==> src/rtl/sig_pkg.sv <==
// ---------------------------------------------------------------------------
// sig_pkg: shared types and constants for the slice index generator
// Holds the result status codes, the front-end state type and the command
// word that passes from the front end to the back end through the queue.
// ---------------------------------------------------------------------------
package sig_pkg;

  // Default upper bound on vector length and slice count
  localparam int MaxLenDefault = 64;

  // Index and count widths, fixed by the field widths of the ports
  localparam int LenW  = 7;
  localparam int IdxW  = 6;
  localparam int PosW  = 8;   // signed position, -128 .. 127
  localparam int DivSteps = LenW;

  // Result status codes
  typedef enum logic [1:0] {
    ST_OK        = 2'd0,
    ST_EMPTY     = 2'd1,
    ST_ZERO_STEP = 2'd2
  } status_t;

  // Front-end sequencer states
  typedef enum logic [1:0] {
    F_IDLE,
    F_NORM,
    F_DIV,
    F_PUSH
  } front_state_t;

  // Normalized request handed to the back end
  typedef struct packed {
    status_t                 status;
    logic [LenW-1:0]         start_idx;
    logic signed [PosW-1:0]  step;
    logic [LenW-1:0]         count;
  } cmd_t;

endpackage

==> src/rtl/slice_index_generator_core.sv <==
// ---------------------------------------------------------------------------
// slice_index_generator_core: slice normalization and index generation
// Throughput: one index word per cycle while out_ready is high; the front end
// takes no new request until it has pushed the last one, running its 7-step
// serial count divider (skipped for a status-only request), and the emitter
// and front end overlap through the queue.
// Reset (synchronous, active high) empties the queue and drops any request.
// ---------------------------------------------------------------------------
module slice_index_generator_core #(
  parameter int MAX_LEN = sig_pkg::MaxLenDefault
) (
  input  logic               clk,
  input  logic               rst,
  input  logic               in_valid,
  output logic               in_ready,
  input  logic [6:0]         vec_length,
  input  logic signed [31:0] slice_start,
  input  logic signed [31:0] slice_stop,
  input  logic signed [31:0] slice_step,
  input  logic [2:0]         given_mask,
  output logic               out_valid,
  input  logic               out_ready,
  output logic [5:0]         source_index,
  output logic               is_last,
  output logic [1:0]         status,
  output logic [6:0]         slice_count
);
  import sig_pkg::*;

  cmd_t f_cmd, b_cmd;
  logic f_valid, f_ready, b_valid, b_ready;

  // request front end
  sig_front #(.MAX_LEN(MAX_LEN)) u_front (
    .clk         (clk),
    .rst         (rst),
    .in_valid    (in_valid),
    .in_ready    (in_ready),
    .vec_length  (vec_length),
    .slice_start (slice_start),
    .slice_stop  (slice_stop),
    .slice_step  (slice_step),
    .given_mask  (given_mask),
    .cmd_valid   (f_valid),
    .cmd_ready   (f_ready),
    .cmd         (f_cmd)
  );

  // command queue
  sig_queue u_queue (
    .clk      (clk),
    .rst      (rst),
    .wr_valid (f_valid),
    .wr_ready (f_ready),
    .wr_data  (f_cmd),
    .rd_valid (b_valid),
    .rd_ready (b_ready),
    .rd_data  (b_cmd)
  );

  // index emitter
  sig_back u_back (
    .clk          (clk),
    .rst          (rst),
    .cmd_valid    (b_valid),
    .cmd_ready    (b_ready),
    .cmd          (b_cmd),
    .out_valid    (out_valid),
    .out_ready    (out_ready),
    .source_index (source_index),
    .is_last      (is_last),
    .status       (status),
    .slice_count  (slice_count)
  );

endmodule

==> src/rtl/sig_front.sv <==
// ---------------------------------------------------------------------------
// sig_front: request capture, normalization and count division
// Captures a request word, wraps and clamps start/stop, then finds the
// element count with a bit-serial restoring divider and pushes a command.
// ---------------------------------------------------------------------------
module sig_front #(
  parameter int MAX_LEN = sig_pkg::MaxLenDefault
) (
  input  logic               clk,
  input  logic               rst,
  input  logic               in_valid,
  output logic               in_ready,
  input  logic [6:0]         vec_length,
  input  logic signed [31:0] slice_start,
  input  logic signed [31:0] slice_stop,
  input  logic signed [31:0] slice_step,
  input  logic [2:0]         given_mask,
  output logic               cmd_valid,
  input  logic               cmd_ready,
  output sig_pkg::cmd_t      cmd
);
  import sig_pkg::*;

  localparam logic [31:0] MaxLenW = 32'(MAX_LEN);

  front_state_t state, state_next;

  // captured request
  logic [LenW-1:0]    len_r;
  logic signed [31:0] start_r;
  logic signed [31:0] stop_r;
  logic signed [31:0] step_r;
  logic [1:0]         given_r;

  // normalized request and divider
  status_t                status_r, status_next;
  logic signed [PosW-1:0] nstart;
  logic signed [PosW-1:0] step8;
  logic [LenW-1:0]        divisor;
  logic [LenW-1:0]        rem;
  logic [LenW-1:0]        quo;
  logic [2:0]             iter;

  // Wrap a negative position from the end, clamp out-of-range ones
  function automatic logic signed [PosW-1:0] norm_pos(
    input logic signed [31:0] v,
    input logic [LenW-1:0]    len,
    input logic               neg
  );
    logic signed [32:0]     sum;
    logic signed [31:0]     len32;
    logic signed [PosW-1:0] len8;
    logic signed [PosW-1:0] res;
    len32 = $signed({25'b0, len});
    len8  = $signed({1'b0, len});
    sum   = 33'(v) + 33'(len32);
    if (v < 0) begin
      if (sum < 0) res = neg ? -8'sd1 : 8'sd0;
      else         res = $signed(sum[PosW-1:0]);
    end else if (v >= len32) begin
      res = neg ? len8 - 8'sd1 : len8;
    end else begin
      res = $signed(v[PosW-1:0]);
    end
    return res;
  endfunction

  // Normalization (combinational, used in F_NORM)
  logic                   neg;
  logic signed [PosW-1:0] ns_start, ns_stop, len8;
  logic signed [PosW:0]   span;
  logic [31:0]            step_mag;
  logic [LenW-1:0]        step7;
  logic [LenW:0]          span_m1;

  always_comb begin
    neg      = step_r < 0;
    len8     = $signed({1'b0, len_r});
    if (given_r[0]) ns_start = norm_pos(start_r, len_r, neg);
    else            ns_start = neg ? len8 - 8'sd1 : 8'sd0;
    if (given_r[1]) ns_stop = norm_pos(stop_r, len_r, neg);
    else            ns_stop = neg ? -8'sd1 : len8;
    span     = neg ? (9'(ns_start) - 9'(ns_stop)) : (9'(ns_stop) - 9'(ns_start));
    step_mag = neg ? (~step_r + 32'd1) : step_r;
    step7    = (step_mag > 32'd127) ? 7'd127 : step_mag[LenW-1:0];
    span_m1  = span[LenW:0] - 8'd1;
    if (step_r == 0)    status_next = ST_ZERO_STEP;
    else if (span <= 0) status_next = ST_EMPTY;
    else                status_next = ST_OK;
  end

  // One restoring division step
  logic [LenW:0]   trial;
  logic            fits;
  always_comb begin
    trial = {rem, quo[LenW-1]};
    fits  = trial >= {1'b0, divisor};
  end

  // Next state
  always_comb begin
    state_next = state;
    case (state)
      F_IDLE: if (in_valid) state_next = F_NORM;
      F_NORM: state_next = (status_next == ST_OK) ? F_DIV : F_PUSH;
      F_DIV:  if (iter == 3'(DivSteps - 1)) state_next = F_PUSH;
      F_PUSH: if (cmd_ready) state_next = F_IDLE;
      default: state_next = F_IDLE;
    endcase
  end

  // Outputs
  logic [LenW-1:0] count_raw;
  always_comb begin
    in_ready  = 1'b0;
    cmd_valid = 1'b0;
    case (state)
      F_IDLE:  in_ready  = 1'b1;
      F_PUSH:  cmd_valid = 1'b1;
      default: ;
    endcase
    count_raw     = quo + 7'd1;
    cmd.status    = status_r;
    cmd.start_idx = nstart[LenW-1:0];
    cmd.step      = step8;
    if (status_r != ST_OK)                   cmd.count = '0;
    else if ({25'b0, count_raw} > MaxLenW)   cmd.count = MaxLenW[LenW-1:0];
    else                                     cmd.count = count_raw;
  end

  always_ff @(posedge clk) begin
    if (rst) state <= F_IDLE;
    else     state <= state_next;
  end

  // Datapath registers
  always_ff @(posedge clk) begin
    case (state)
      F_IDLE: begin
        if (in_valid) begin
          len_r   <= ({25'b0, vec_length} > MaxLenW) ? MaxLenW[LenW-1:0] : vec_length;
          start_r <= slice_start;
          stop_r  <= slice_stop;
          step_r  <= given_mask[2] ? slice_step : 32'sd1;
          given_r <= given_mask[1:0];
        end
      end
      F_NORM: begin
        status_r <= status_next;
        nstart   <= ns_start;
        step8    <= neg ? -$signed({1'b0, step7}) : $signed({1'b0, step7});
        divisor  <= step7;
        rem      <= '0;
        quo      <= span_m1[LenW-1:0];
        iter     <= '0;
      end
      F_DIV: begin
        rem  <= fits ? 7'(trial - {1'b0, divisor}) : trial[LenW-1:0];
        quo  <= {quo[LenW-2:0], fits};
        iter <= iter + 3'd1;
      end
      default: ;
    endcase
  end

endmodule

==> src/rtl/sig_queue.sv <==
// ---------------------------------------------------------------------------
// sig_queue: two-entry command queue
// Decouples the front end from the back end so each can stall on its own.
// ---------------------------------------------------------------------------
module sig_queue (
  input  logic          clk,
  input  logic          rst,
  input  logic          wr_valid,
  output logic          wr_ready,
  input  sig_pkg::cmd_t wr_data,
  output logic          rd_valid,
  input  logic          rd_ready,
  output sig_pkg::cmd_t rd_data
);
  import sig_pkg::*;

  cmd_t       mem [2];
  logic       wr_ptr, rd_ptr;
  logic [1:0] fill;
  logic       push, pop;

  assign wr_ready = fill != 2'd2;
  assign rd_valid = fill != 2'd0;
  assign rd_data  = mem[rd_ptr];
  assign push     = wr_valid && wr_ready;
  assign pop      = rd_valid && rd_ready;

  // storage
  always_ff @(posedge clk) begin
    if (push) mem[wr_ptr] <= wr_data;
  end

  // pointers and fill level
  always_ff @(posedge clk) begin
    if (rst) begin
      wr_ptr <= 1'b0;
      rd_ptr <= 1'b0;
      fill   <= '0;
    end else begin
      if (push) wr_ptr <= ~wr_ptr;
      if (pop)  rd_ptr <= ~rd_ptr;
      fill <= fill + 2'(push) - 2'(pop);
    end
  end

endmodule

==> src/rtl/sig_back.sv <==
// ---------------------------------------------------------------------------
// sig_back: index emitter
// Walks a normalized command into an output register, one index word per
// cycle unless out_ready stalls it; status-only commands give a single word.
// ---------------------------------------------------------------------------
module sig_back (
  input  logic          clk,
  input  logic          rst,
  input  logic          cmd_valid,
  output logic          cmd_ready,
  input  sig_pkg::cmd_t cmd,
  output logic          out_valid,
  input  logic          out_ready,
  output logic [5:0]    source_index,
  output logic          is_last,
  output logic [1:0]    status,
  output logic [6:0]    slice_count
);
  import sig_pkg::*;

  logic                   active;
  logic [PosW-1:0]        idx;
  logic signed [PosW-1:0] step;
  logic [LenW-1:0]        pos;
  logic [LenW-1:0]        count;
  logic                   adv;
  logic                   first_last;
  logic                   run_last;

  assign adv        = !out_valid || out_ready;
  assign cmd_ready  = adv && !active;
  assign first_last = (cmd.status != ST_OK) || (cmd.count <= 7'd1);
  assign run_last   = pos == (count - 7'd1);

  // walk state
  always_ff @(posedge clk) begin
    if (rst) begin
      active    <= 1'b0;
      out_valid <= 1'b0;
    end else if (adv) begin
      if (active) begin
        out_valid <= 1'b1;
        if (run_last) active <= 1'b0;
      end else begin
        out_valid <= cmd_valid;
        if (cmd_valid && !first_last) active <= 1'b1;
      end
    end
  end

  // output word and walk datapath
  always_ff @(posedge clk) begin
    if (adv) begin
      if (active) begin
        source_index <= idx[IdxW-1:0];
        is_last      <= run_last;
        status       <= ST_OK;
        slice_count  <= count;
        idx          <= idx + step;
        pos          <= pos + 7'd1;
      end else if (cmd_valid) begin
        source_index <= (cmd.status == ST_OK) ? cmd.start_idx[IdxW-1:0] : '0;
        is_last      <= first_last;
        status       <= cmd.status;
        slice_count  <= cmd.count;
        idx          <= {1'b0, cmd.start_idx} + cmd.step;
        step         <= cmd.step;
        count        <= cmd.count;
        pos          <= 7'd1;
      end
    end
  end

endmodule

==> config.mk <==
export PLATFORM = sky130hd
export DESIGN_NAME = slice_index_generator_core
export DESIGN_NICKNAME = d
export VERILOG_FILES = /design/src/rtl/sig_pkg.sv /design/src/rtl/slice_index_generator_core.sv /design/src/rtl/sig_front.sv /design/src/rtl/sig_queue.sv /design/src/rtl/sig_back.sv
export SDC_FILE = /design/constraint.sdc
export NUM_CORES = 1
export LEC_CHECK = 0
export ABC_AREA = 1
export BUFFER_PORTS_ARGS = -buffer_cell sky130_fd_sc_hd__buf_2
export CORE_ASPECT_RATIO = 1.25
export CORE_UTILIZATION = 55
export CTS_CLUSTER_SIZE = 40
export DETAILED_ROUTE_END_ITERATION = 10
export GPL_ROUTABILITY_DRIVEN = 0
export MAX_ROUTING_LAYER = met4
export PLACE_DENSITY = 0.83
export SYNTH_ARGS = -nofsm -noshare
export SYNTH_HDL_FRONTEND = slang
export SYNTH_SLANG_ARGS = --single-unit
==> constraint.sdc <==
create_clock -name clk -period 5.3 [get_ports clk]
set_input_delay 0.265 -clock clk [delete_from_list [all_inputs] [get_ports clk]]
set_output_delay 0.265 -clock clk [all_outputs]
set_load 0.02 [all_outputs]
======== Word level (Yosys, flattened, before mapping) ========
Memory sizes are Yosys's and may differ from the RTL's. A register that Yosys moved wholly into a read port is not among the register bits.
Index checks and enable logic that the tools add are counted.
Widths: inputs -> output; s select.
storage, ports and cells
  register bits after elaboration ......... 200
  bits in latches ......................... 0
  bits in writable memories ............... 48
  memory bits (read-only) ................. 0
  output and inout port bits .............. 18
  memories kept ........................... 1
memories
  name         words  width  rd ports  clocked after memory_dff  wr ports  line             RTL
  u_queue.mem  2      24     1         1                         1         sig_queue.sv:17  cmd_t mem [2];
operators by class
  add/sub/neg operators ................... 17
  $mul .................................... 0
  divide/modulo/power cells ............... 0
  $lt $le $gt $ge ......................... 13
  eq/ne operators ......................... 9
  shift-type cells ........................ 0
  muxes and demuxes ....................... 51
  bitwise operators ....................... 4
  reductions and logical operators ........ 22
operator list
  cell                   count
  $mux 8                 14
  $lt 32x1->1 const B    3
  $add 32x8->33          2
  $lt 33x1->1 const B    2
  $ge 32x8->1            2
  $mux 7                 9
  $add 32x1->32 const B  1
  $gt 32x7->1 const B    1
  $logic_not 32->1       1
  $mux 32                1
  $not 32->32            1
  $pmux 7 s2             2
  $mux 6                 3
  $sub 8x8->9            2
  $add 7x1->7 const B    2
  $gt 7x7->1 const B     2
  $mux 1                 14
  $sub 7x1->7 const B    2
  $mux 2                 5
  $reduce_bool 2->1      5
  $le 9x1->1 const B     1
  $mux 9                 1
  $add 7x8->8            1
  $add 8x8->8            1
  other kinds (23)       38

======== Depth between registers and ports, before layout ========
Gate-level depths: netlist (run 1).
  depth in word-level cells ............... 13
  gate-level depth with buffers ........... 33
  gate-level depth less buffers ........... 33

======== Hierarchy ========
A second synthesis (run 1) with hierarchy kept.
second synthesis, totals
  cells, all modules ...................... 1459
  area total of the unflattened synthesis .. 13933.4 um2
modules (own cells, without submodules)
  module     instances  cells each  area each (um2)  sequential area each (um2)
  sig_front  1          1109        9504.1           4394.2
  sig_back   1          239         2341.0           1301.2
  sig_queue  1          111         2088.3           1541.5

======== Least setup slack after synthesis (run 1) ========
No wires, ideal clock.
  path kind ............................... register to register
  from .................................... register u_front.len_r[6]
  to ...................................... register u_front.status_r[0], data pin
  library setup time ...................... 0.260 ns
  data arrival time ....................... 3.585 ns
  required time ........................... 5.040 ns
  path slack .............................. 1.456 ns
  stages on the path, launching flop included .. 29
  buffers on the path ..................... 1
  period minus slack after synthesis ...... 3.844 ns
  cell sequence ........................... edfxtp_1 > inv_1 > ha_1 > inv_1 > nor2_1 > nand2_1 > nor2_1 > nand2_1 > nor2_1 > nand2_1 > nand2_1 > clkbuf_1 > nor2_1 > nor2_1 > o21ai_0 > a22oi_1 > inv_1 > fa_1 > nor2_1 > a211oi_1 > nand2_1 > o21ai_0 > o221ai_1 > xor2_1 > inv_1 > nand2_1 > nor2_1 > nand3_1 > a21oi_1
on the way
  word-level cells in the longest chain between the ends .. 10
ends and longest elaborated chain
  what                                                 line                                               RTL
  start, declared                                      sig_front.sv:29                                    logic [LenW-1:0] len_r;
  start signal, assigned                               sig_front.sv:141                                   len_r <= ({25'b0, vec_length} > MaxLenW) ? MaxLenW[LenW-1:0] : vec_length;
  $add 32x8->33 / $sub 7x1->8 (equally long branches)  sig_front.sv:56, sig_front.sv:61, sig_front.sv:80
  $lt 33x1->1 / $mux 8 (equally long branches)         sig_front.sv:58, sig_front.sv:61
  $mux 8, on equally long branches                     sig_front.sv:58, sig_front.sv:60
  $mux 8                                               sig_front.sv:57                                    if (v < 0) begin
  $mux 8, on equally long branches                     sig_front.sv:81, sig_front.sv:79
  $sub 8x8->9                                          sig_front.sv:83                                    span = neg ? (9'(ns_start) - 9'(ns_stop)) : (9'(ns_stop) - 9'(ns_start));
  $mux 9 (*)                                           sig_front.sv:83
  $le 9x1->1 (*)                                       sig_front.sv:88                                    else if (span <= 0) status_next = ST_EMPTY;
  $mux 1 (*)                                           sig_front.sv:88
  $mux 2 (*)                                           sig_front.sv:87                                    if (step_r == 0) status_next = ST_ZERO_STEP;
  via u_front.status_next[0]                           sig_front.sv:36                                    status_t status_r, status_next;
  end signal, assigned                                 sig_front.sv:149                                   status_r <= status_next;
  end, declared                                        sig_front.sv:36
Mark *: on every way through the listed nets, which the timed path passes. The rest lies on a longest branch.
A chain may end at the register's enable or synchronous reset.

======== Final worst setup path (run 1) ========
  from .................................... register u_front.len_r[6]
  to ...................................... register u_front.quo[6], data pin
on the way
  word-level cells in the longest chain between the ends .. 9
ends and longest elaborated chain
  what                                                 line                                               RTL
  $add 32x8->33 / $sub 7x1->8 (equally long branches)  sig_front.sv:56, sig_front.sv:61, sig_front.sv:80
  $lt 33x1->1 / $mux 8 (equally long branches)         sig_front.sv:58, sig_front.sv:61
  $mux 8, on equally long branches                     sig_front.sv:58, sig_front.sv:60
  $mux 8                                               sig_front.sv:57
  $mux 8, on equally long branches                     sig_front.sv:81, sig_front.sv:79
  $sub 8x8->9                                          sig_front.sv:83
  $mux 9 (*)                                           sig_front.sv:83
  $sub 7x1->7 (*)                                      sig_front.sv:86                                    span_m1 = span[LenW:0] - 8'd1;
  $pmux 7 s2 (*)                                       sig_front.sv:138                                   case (state)
  end signal, assigned                                 sig_front.sv:154                                   quo <= span_m1[LenW-1:0];
  end signal, assigned                                 sig_front.sv:159                                   quo <= {quo[LenW-2:0], fits};
  end, declared                                        sig_front.sv:41                                    logic [LenW-1:0] quo;
Mark *: on every way between the ends. The rest lies on a longest branch, timed or not.

==> flow_summary.json, run 1 <==
{
  "synth_sequential_area_ratio": 0.518,
  "fmax_mhz": 219,
  "slew_viol_final": 0,
  "ys_warn_count": 0,
  "syn-num-nets": 1647,
  "die_x_um": 142,
  "status": "complete, no violations",
  "p_leak_uw": 0.00721,
  "die_y_um": 177,
  "met3_usage": 0.0384,
  "antenna_left": 0,
  "grt_max_degree": 55,
  "period_minus_slack_ns": 4.56,
  "nNetsFinal": 1880,
  "crit_type": "flop to flop",
  "finalInstanceArea_um2": 16200,
  "gr-total-overflow": 0,
  "cts_tree": "yes",
  "synth-edff-count": 226,
  "wl_per_cell_um": 15.1,
  "max-vdd-ir-drop_mv": 0.372,
  "dp_hpwl_um": 20500,
  "crit_path_start_kind": "flop",
  "ctsRootBufferMaster": "clkbuf_16",
  "drive_gt1_frac": 0.129,
  "start_util": 0.563,
  "pin_count": 128,
  "cts_made_buffers": 23,
  "synth.distinct_cells": 58,
  "grtUsageTotal": 0.263,
  "drtIter0Drc": 706,
  "synth_top_area_cell": "edfxtp_1",
  "synth_flop_cell": "edfxtp_1",
  "power_density_nw_per_um2": 516,
  "final-hold-violation-count": 0,
  "grt_pass1_vias": 10900,
  "drv_cap": 0,
  "cts-htree-levels": 1,
  "busiest_layer": "met2",
  "end_kind": "flop",
  "r2r_slack_ns": 0.74,
  "ctsResizeCount": 0,
  "clockBufferDepth": 3,
  "wl_um": 30700,
  "crit_fanout": 11,
  "drc_errors": 0,
  "ys_async_sr_fraction": 0,
  "ys_ff_latch": 235,
  "core-area_um2": 23900,
  "antenna_found_initial": 1,
  "syn_to_final_growth_pct": 20.8,
  "clock-sinks": 235,
  "hp-class": "primary input to flop",
  "via_per_inst": 5.27,
  "grt_use_met2": 0.484,
  "max_slew.worst_pin.slew_ns": 1.20,
  "clk_latency_ns": 0.53,
  "critPathRequiredTime_ns": 5.58,
  "synthCells": 1453,
  "syn_area_um2": 13400,
  "met1_usage": 0.275,
  "relSlewSlack": 0.195,
  "rows": 63,
  "rsz0062_at_grt": "false",
  "die_area_um2": 25100,
  "path_clk_slew_ns": 0.06,
  "dr_total_vias": 10700,
  "syn_area_per_cell_um2": 9.25,
  "fin_crit_sh": 0.860,
  "ys_top_cells_by_area": "edfxtp_1, nand2_1, ha_1",
  "place_area_um2": 14500,
  "worstPathArrival_ns": 4.84,
  "drtPass1Iterations": 6,
  "synth_top_cell_area_share": 0.505,
  "setup-violations-final": 0,
  "setup-tns-final_ns": 0,
  "io_buffer_count": 127,
  "grt_pass1_wl_um": 50800,
  "cts_setup_buffers": 0,
  "skew_ns": 0.0194
}
==> area by class of cell <==
type	instances	area, um^2
fill	1765	7660
sequential	235	6970
multi-input combinational	956	5490
timing repair buffer	235	1690
inverter	235	885
clock buffer	25	583
tap	325	407
clock inverter	17	205
antenna	1	2.50
==> critical path, stage by stage, from the launching register on <==
cell and delay (ns):
edfxtp_1 0.48, inv_1 0.17, ha_1 0.25, inv_1 0.14
nor2_1 0.07, nand2_1 0.07, nand2_1 0.05, nor2_1 0.18
nand3_1 0.12, nand2_1 0.10, nand2_1 0.23, inv_1 0.19
nor2_1 0.06, nor2_1 0.08, o21ai_0 0.08, a22oi_1 0.29
ha_1 0.36, nand2_1 0.11, nor2_1 0.04, a211oi_1 0.23
nand2_1 0.08, o21ai_0 0.13, xor2_1 0.18, inv_1 0.10
nor3_1 0.23, nand3_1 0.10, nand3_1 0.10, nand2_1 0.06
==> logic make-up (layout without fill, tap and decap cells) <==
kind of cell,after synthesis,in the layout,synth area share
simple gates,604,604,0.194
buf+inv,262,512,0.0737
flops,235,235,0.518
compound gates,197,197,0.0853
fa+ha+maj,84,84,0.0821
xor+xnor,68,68,0.0443
mux,3,3,0.00223
other cells,0,1,0
==> placed cells by master (no fill, tap or decap), types with 49 or more instances in the layout <==
master,instances
a21oi_1,60
buf_2,128
dlygate4sd3_1,98
o21ai_0,70
edfxtp_1,226
xor2_1,49
nor2_1,177
inv_1,224
ha_1,77
nand2_1,301
==> metrics by stage <==
stage / power, uW / util / std cells / hold WS (ns) / worst slack (ns)
3_5_place_dp: 6560 / 0.605 / 1887 / 0.440 / 0.845
4_1_cts: 8340 / 0.679 / 2027 / 0.0264 / 0.845
2_1_floorplan: 5700 / - / 1453 / 0.336 / 1.46
6_report: 8370 / 0.679 / 2029 / 0.0557 / 0.741
3_3_place_gp: 6390 / 0.605 / 1887 / 0.426 / 0.996
5_1_grt: 9000 / 0.679 / 2029 / 0.0557 / 0.275
==> routing by layer <==
| metal | share of wire | vias to the layer above |
|---|---|---|
| met2 | 0.53 | 401 |
| met1 | 0.37 | 4911 |
| met4 | 0.041 | 0 |
| li1 | - | 5277 |
| met3 | 0.057 | 112 |
| met5 | 0 | - |
==> synth_stat cells (10+ instances only) <==
master / instances
or2_2: 11
o21ai_0: 70
xnor2_1: 19
nand2_1: 301
a31oi_1: 10
a21oi_1: 61
clkbuf_1: 20
edfxtp_1: 226
nand4_1: 19
xor2_1: 49
nand3_1: 46
ha_1: 77
nor2_1: 177
inv_1: 225
==> registers in the layout (all words and copies together) (netlist names), 5 cells and up, named ones only <==
signal / count
u_front.len_r: 7
u_front.step_r: 32
u_queue.mem: 42
u_back.step: 6
u_back.source_index: 6
u_back.slice_count: 7
u_back.pos: 7
u_back.idx: 6
u_front.divisor: 7
u_front.nstart: 6
u_front.rem: 7
u_back.count: 7
u_front.quo: 7
u_front.step8: 5
u_front.start_r: 32
u_front.stop_r: 32
==> final timing paths <==
check / cells after the start / endpoint / startpoint
worst max register to register: 27 / u_front.quo[6]$_DFFE_PP_ / u_front.len_r[6]$_SDFFCE_PN1P_
worst min register to register: 0 / u_queue.mem[0][11]$_DFFE_PP_ / u_front.step8[4]$_DFFE_PP_
worst min-delay path: 3 / u_front.step_r[1]$_SDFFCE_PN0P_ / slice_step[1]
worst max-delay path: 27 / u_front.quo[6]$_DFFE_PP_ / u_front.len_r[6]$_SDFFCE_PN1P_
==> repair_timing <==
action / CTS / global route
hold endpoints to repair: 101 / 0
setup endpoints to repair: 0 / 0
hold buffers: 98 / 0
==> report_power, final <==
group          internal (uW)  switching [uW]
combinational           1250            2230
sequential              2830             347
clock                    998             715
Power figures use the tool's default switching activity.
==> run 2, diff against run 1 <==
Settings changed: CORE_UTILIZATION 55 to 25, PLACE_DENSITY 0.83 to 0.48.
Clock period 5.3 ns to 5.14 ns, I/O delays scaled along.
==> run 2 against run 1 <==
Critical path depth down 3. Via count down 4.1%. Routed wire length rose by 3.4%. Count of clock-buffer cells in the layout increased by 7. Final cell count rose by 18%. Utilization shrank 36 points. Die area grew 120%. Design area increased by 3.7%. Total power up 4.8%. First-iteration DRC count down 36%.
==> flow_summary.json, run 2 (synthesis gave the netlist of run 1 again) <==
{
  "place_area_um2": 14900,
  "m1WireLength_um": 13800,
  "cpPeakStageDelay_ns": 0.49,
  "cts-htree-levels": 1,
  "holdCritStartpoint": "vec_length[2]",
  "cp-endpoint": "u_front.status_r[0]$_DFFE_PP_",
  "layout_commonest_cell": "nand2_1",
  "skew_ns": 0.0394,
  "period_minus_slack_ns": 4.49,
  "crit_path_top_delay_cell": "edfxtp_1",
  "io_buffer_count": 127,
  "status": "complete, no violations",
  "most-common-layout-cells": "nand2_1, edfxtp_1, inv_1",
  "crit_fanout": 7,
  "wl_per_cell_um": 13.3,
  "cts_made_buffers": 28,
  "met2_wirelength_um": 16000,
  "grtUsageTotal": 0.118,
  "hold_depth": 3,
  "dp.cells": 2238,
  "rsz0062_at_grt": "false",
  "worstPathArrival_ns": 4.79,
  "die_area_um2": 54700,
  "nNetsFinal": 1893,
  "dr.max_layer_used": "met4",
  "r2r-start": "u_front.len_r[3]$_SDFFCE_PN0P_",
  "largest_reg_flops": 42,
  "setup-tns-final_ns": 0,
  "r2r_cells": 24,
  "cts_setup_buffers": 0,
  "p_leak_uw": 0.00730,
  "grt_pass1_vias": 10300,
  "crit_start": "u_front.len_r[3]$_SDFFCE_PN0P_",
  "r2r_end": "u_front.status_r[0]$_DFFE_PP_",
  "crit_top_cell": "nand2_1",
  "finalInstanceArea_um2": 16800,
  "cts_tree": "yes",
  "regMostFlops": "u_queue.mem",
  "crit_type": "flop to flop",
  "die_x_um": 209,
  "wl_um": 31700,
  "die_y_um": 261,
  "drv_cap": 0,
  "clk_latency_ns": 0.58,
  "max-vdd-ir-drop_mv": 0.241,
  "max_slew.worst_pin.slew_ns": 1.01,
  "slew_viol_final": 0,
  "met3_length_um": 1120,
  "fin_total_pwr_uw": 8770,
  "pin_count": 128,
  "worstPathCellList": "inv_1, ha_1, inv_1, nand3_1, nand2_1, nand2_1, nand3_1, nand2_1, a21oi_1, a21oi_1, a22oi_1, inv_1, fa_1, nor2_1, a211oi_1, nand2_1, o21ai_0, o221ai_1, xor2_1, inv_1, nand2_1, nor2_1, nand3_1, a21oi_1",
  "antenna_left": 0,
  "grt_max_degree": 47,
  "grt_pass1_wl_um": 51000,
  "crit_path_start_kind": "flop",
  "end_kind": "flop",
  "drc_errors": 0,
  "relSlewSlack": 0.328,
  "drive_gt1_frac": 0.131,
  "final-hold-violation-count": 0,
  "fill_cells": 5424,
  "drtPass1Iterations": 5,
  "hold_buffers": 103,
  "clockBufferDepth": 3,
  "r2r_slack_ns": 0.65,
  "ctsRootBufferMaster": "clkbuf_16",
  "syn_to_final_growth_pct": 25.2,
  "stdcell_count": 2393,
  "via_per_inst": 4.29,
  "gr-total-overflow": 0,
  "hp-class": "primary input to flop",
  "dp_hpwl_um": 23600,
  "ctsResizeCount": 0,
  "path_clk_slew_ns": 0.06,
  "rows": 94,
  "critPathRequiredTime_ns": 5.43,
  "fin_crit_sh": 0.874,
  "power_density_nw_per_um2": 521,
  "antenna_found_initial": 0,
  "core-area_um2": 52800,
  "fmax_mhz": 223,
  "setup-violations-final": 0,
  "drtIter0Drc": 454,
  "dr_total_vias": 10300,
  "start_util": 0.254,
  "num_antenna_cells": 0,
  "clock-sinks": 235
}
## run 2: cell types whose count changed in the layout (fill, tap and decap cells not counted), sizes merged, moves of 2 or more
cell and change:
dlygate4sd3 +5, buf +3, bufinv -2, clkbuf +7, clkinvlp -3, clkinv +9
## run 2: metrics by stage
| stage | hold slack (ns) | setup slack [ns] | util |
|---|---|---|---|
| final | 0.0379 | 0.646 | 0.319 |
| after floorplan | 0.328 | 1.30 | - |
| after CTS | 0.00862 | 0.621 | 0.319 |
| after detailed placement | 0.431 | 0.631 | 0.282 |
| after global placement | 0.428 | 0.684 | 0.282 |
| after global routing | 0.0436 | 0.0842 | 0.319 |
## run 2: power breakdown
part	total (uW)	leakage, uW	switching, uW	internal (uW)
sequential	3270	0.00219	348	2920
combinational	3610	0.00468	2310	1300
clock	1900	0.000434	801	1100
## run 2: critical path: cells and delay by family, from the launching register on
family	cells	cell delay [ns]
AO/OA/AOI/OAI	7	1.40
AND/OR/NAND/NOR	10	0.87
buffers and inverters	4	0.53
adder cells (fa/ha/maj)	2	0.72
XOR/XNOR	1	0.21
flip-flops	1	0.49
## run 2: routing by layer
layer	vias up	track usage
met5	-	-
met3	54	0.0145
li1	5300	-
met1	4695	0.135
met4	0	0.0423
met2	214	0.213
## run 2: final cells by class
type	count	area, um^2	area share
timing repair buffer	243	1760	0.105
clock buffer	32	716	0.0425
tap	672	841	0.0500
clock inverter	20	164	0.00974
inverter	235	885	0.0526
sequential	235	6970	0.414
multi-input combinational	956	5490	0.326
## run 2: how the worst min path moves through the flow
stage,to,slack (ns)
after floorplan,u_queue.fill[0]$_SDFF_PP0_,0.33
after global placement,u_queue.mem[1][11]$_DFFE_PP_,0.43
after detailed placement,u_queue.mem[1][20]$_DFFE_PP_,0.43
after CTS,u_front.len_r[2]$_SDFFCE_PN0P_,0.009
after global routing,u_front.len_r[4]$_SDFFCE_PN0P_,0.04
final,u_front.len_r[2]$_SDFFCE_PN0P_,0.04
==> run 3, diff against run 2 <==
Settings changed: ABC_AREA 1 to unset, GPL_TIMING_DRIVEN set to 0.
==> run 3 against run 2 <==
Sequential share of layout area is 0.18 points lower. Critical path depth unchanged. Die area fell by 1.9%. Utilization increased by 0.77 points. Sequential power down 1%. Combinational power grew 2%. Synthesized cell count shrank 20%. Routed wire length up 0.88%.
==> flow_summary.json, run 3 <==
{
  "crit_start": "u_front.len_r[3]$_SDFFCE_PN0P_",
  "start_util": 0.254,
  "stdcell_count": 2123,
  "final_util": 0.326,
  "regMostFlops": "u_queue.mem",
  "dp.cells": 1958,
  "hold-worst-slack_ns": 0.0232,
  "drtIter0Drc": 359,
  "cts-htree-levels": 1,
  "crit_path_start_kind": "flop",
  "setup-violations-final": 0,
  "wl_um": 32000,
  "max-vdd-ir-drop_mv": 0.237,
  "met1_usage": 0.134,
  "end_kind": "flop",
  "synthCells": 1163,
  "grtUsageTotal": 0.120,
  "p_leak_uw": 0.00633,
  "ys_ff_latch": 235,
  "worstPathArrival_ns": 5.45,
  "max_slew.worst_pin.slew_ns": 1.21,
  "dr_total_vias": 9517,
  "power_density_nw_per_um2": 517,
  "cts_made_buffers": 27,
  "pin_count": 128,
  "timing.final.ws_setup_ns": 0.112,
  "place_area_um2": 14700,
  "slew_viol_final": 0,
  "drtPass1Iterations": 4,
  "syn_area_um2": 13200,
  "synth_top_area_cell": "edfxtp_1",
  "period_minus_slack_ns": 5.03,
  "rsz0062_at_grt": "true",
  "cts_tree": "yes",
  "io_buffer_count": 126,
  "drive_gt1_frac": 0.209,
  "gr-total-overflow": 0,
  "ctsRootBufferMaster": "clkbuf_16",
  "grt_pass1_vias": 9774,
  "synthTopCellsByCount": "edfxtp_1, nand2_1, nor2_1",
  "num_antenna_cells": 0,
  "finalInstanceArea_um2": 16900,
  "r2r-start": "u_front.len_r[3]$_SDFFCE_PN0P_",
  "synth-edff-count": 226,
  "most-common-layout-cells": "edfxtp_1, buf_2, nand2_1",
  "grt_use_met2": 0.217,
  "antenna_found_initial": 0,
  "clock-sinks": 235,
  "r2r_slack_ns": 0.11,
  "fmax_mhz": 199,
  "antenna_left": 0,
  "ys_warn_count": 0,
  "clockBufferDepth": 3,
  "syn-num-nets": 1357,
  "synth_sequential_area_ratio": 0.529,
  "syn_to_final_growth_pct": 28.2,
  "busiest_layer": "met2",
  "ys_top_cells_by_area": "edfxtp_1, ha_1, xnor2_1",
  "via_per_inst": 4.48,
  "wl_per_cell_um": 15.1,
  "drv_cap": 0,
  "status": "complete, no violations",
  "relSlewSlack": 0.182,
  "hp-class": "primary input to flop",
  "synth.distinct_cells": 85,
  "die_area_um2": 53600,
  "dp_hpwl_um": 23700,
  "yosysMostFrequentCell": "edfxtp_1",
  "met3_usage": 0.0164,
  "layout_commonest_cell": "edfxtp_1",
  "rows": 93,
  "nNetsFinal": 1632,
  "drc_errors": 0,
  "core-area_um2": 51800,
  "synth_flop_cell": "edfxtp_1",
  "largest_reg_flops": 42,
  "crit_type": "flop to flop",
  "fin_crit_sh": 0.978,
  "holdCritStartpoint": "slice_step[22]",
  "place_ws_ns": -1.25,
  "ys_async_sr_fraction": 0,
  "skew_ns": 0.00657,
  "final-hold-violation-count": 0,
  "die_y_um": 259,
  "crit_fanout": 4,
  "grt_pass1_wl_um": 50900,
  "grt_max_degree": 71,
  "clk_latency_ns": 0.54,
  "synth_top_cell_area_share": 0.515,
  "critPathRequiredTime_ns": 5.56,
  "die_x_um": 207,
  "path_clk_slew_ns": 0.06,
  "syn_area_per_cell_um2": 11.3
}
run 3: repair_timing:
action / 4_1_cts / 5_1_grt
endpoints found under the setup margin: 8 / 4
hold endpoints to repair: 82 / 1
hold buffers: 82 / 1
setup buffers: 11 / 25
gates resized for setup: 27 / 33
pin swaps: 5 / 20
gates cloned: 0 / 1
run 3: power breakdown:
| part | switching (uW) | internal, uW | total [uW] |
|---|---|---|---|
| combinational | 2110 | 1580 | 3690 |
| clock | 760 | 1060 | 1820 |
| sequential | 368 | 2860 | 3230 |
| total | 3240 | 5510 | 8740 |
run 3: critical path, cell delays in order (launching register included):
cell,delay (ns)
edfxtp_1,0.41
buf_6,0.15
inv_4,0.06
ha_4,0.21
a21oi_2,0.17
nor2_2,0.06
a2111oi_4,0.40
o311ai_2,0.18
a22oi_2,0.26
mux2_4,0.33
o21ai_2,0.10
nand2_1,0.06
o31a_1,0.19
ha_4,0.27
nor2b_4,0.12
o21a_1,0.20
o21ai_2,0.16
nand2b_1,0.07
a21o_1,0.18
a221oi_2,0.29
o21ai_2,0.11
xor2_2,0.26
nor3b_2,0.09
and4b_1,0.21
o41a_1,0.35
run 3: worst paths after layout:
check / endpoint / cells after the start
setup / recovery: u_front.state[0]$_SDFFE_PP0P_ / 24
hold reg to reg: u_queue.mem[1][19]$_DFFE_PP_ / 0
hold / removal: u_front.step_r[22]$_SDFFCE_PN0P_ / 2
setup reg to reg: u_front.state[0]$_SDFFE_PP0P_ / 24
run 3: kinds of logic after synthesis:
| group | after synthesis | synth area share |
|---|---|---|
| fa+ha+maj | 84 | 0.0838 |
| mux | 51 | 0.0415 |
| buf+inv | 110 | 0.0326 |
| compound gates | 216 | 0.108 |
| simple gates | 392 | 0.155 |
| xor+xnor | 75 | 0.0510 |
| flops | 235 | 0.529 |
run 3: area by class of cell:
class,count,area (um^2)
repair buffers,249,1800
inverters,72,275
well taps,665,832
multi-input cells,819,6020
flip-flops and latches,235,6970
clock buffers,31,691
clock inverters,18,145
plain buffers,34,169
fillers,5221,34900
run 3: metrics by stage:
stage | setup TNS [ns] | power [uW]
4_1_cts | 0 | 8650
5_1_grt | -0.314 | 9380
6_report | 0 | 8740
3_5_place_dp | -5.65 | 6640
2_1_floorplan | 0 | 5690
3_3_place_gp | -6.03 | 6600
run 3: metal layers:
layer	vias up	part of all wire
met3	61	0.032
met5	-	0
met4	0	0.031
met2	173	0.52
met1	4472	0.42
li1	4811	-
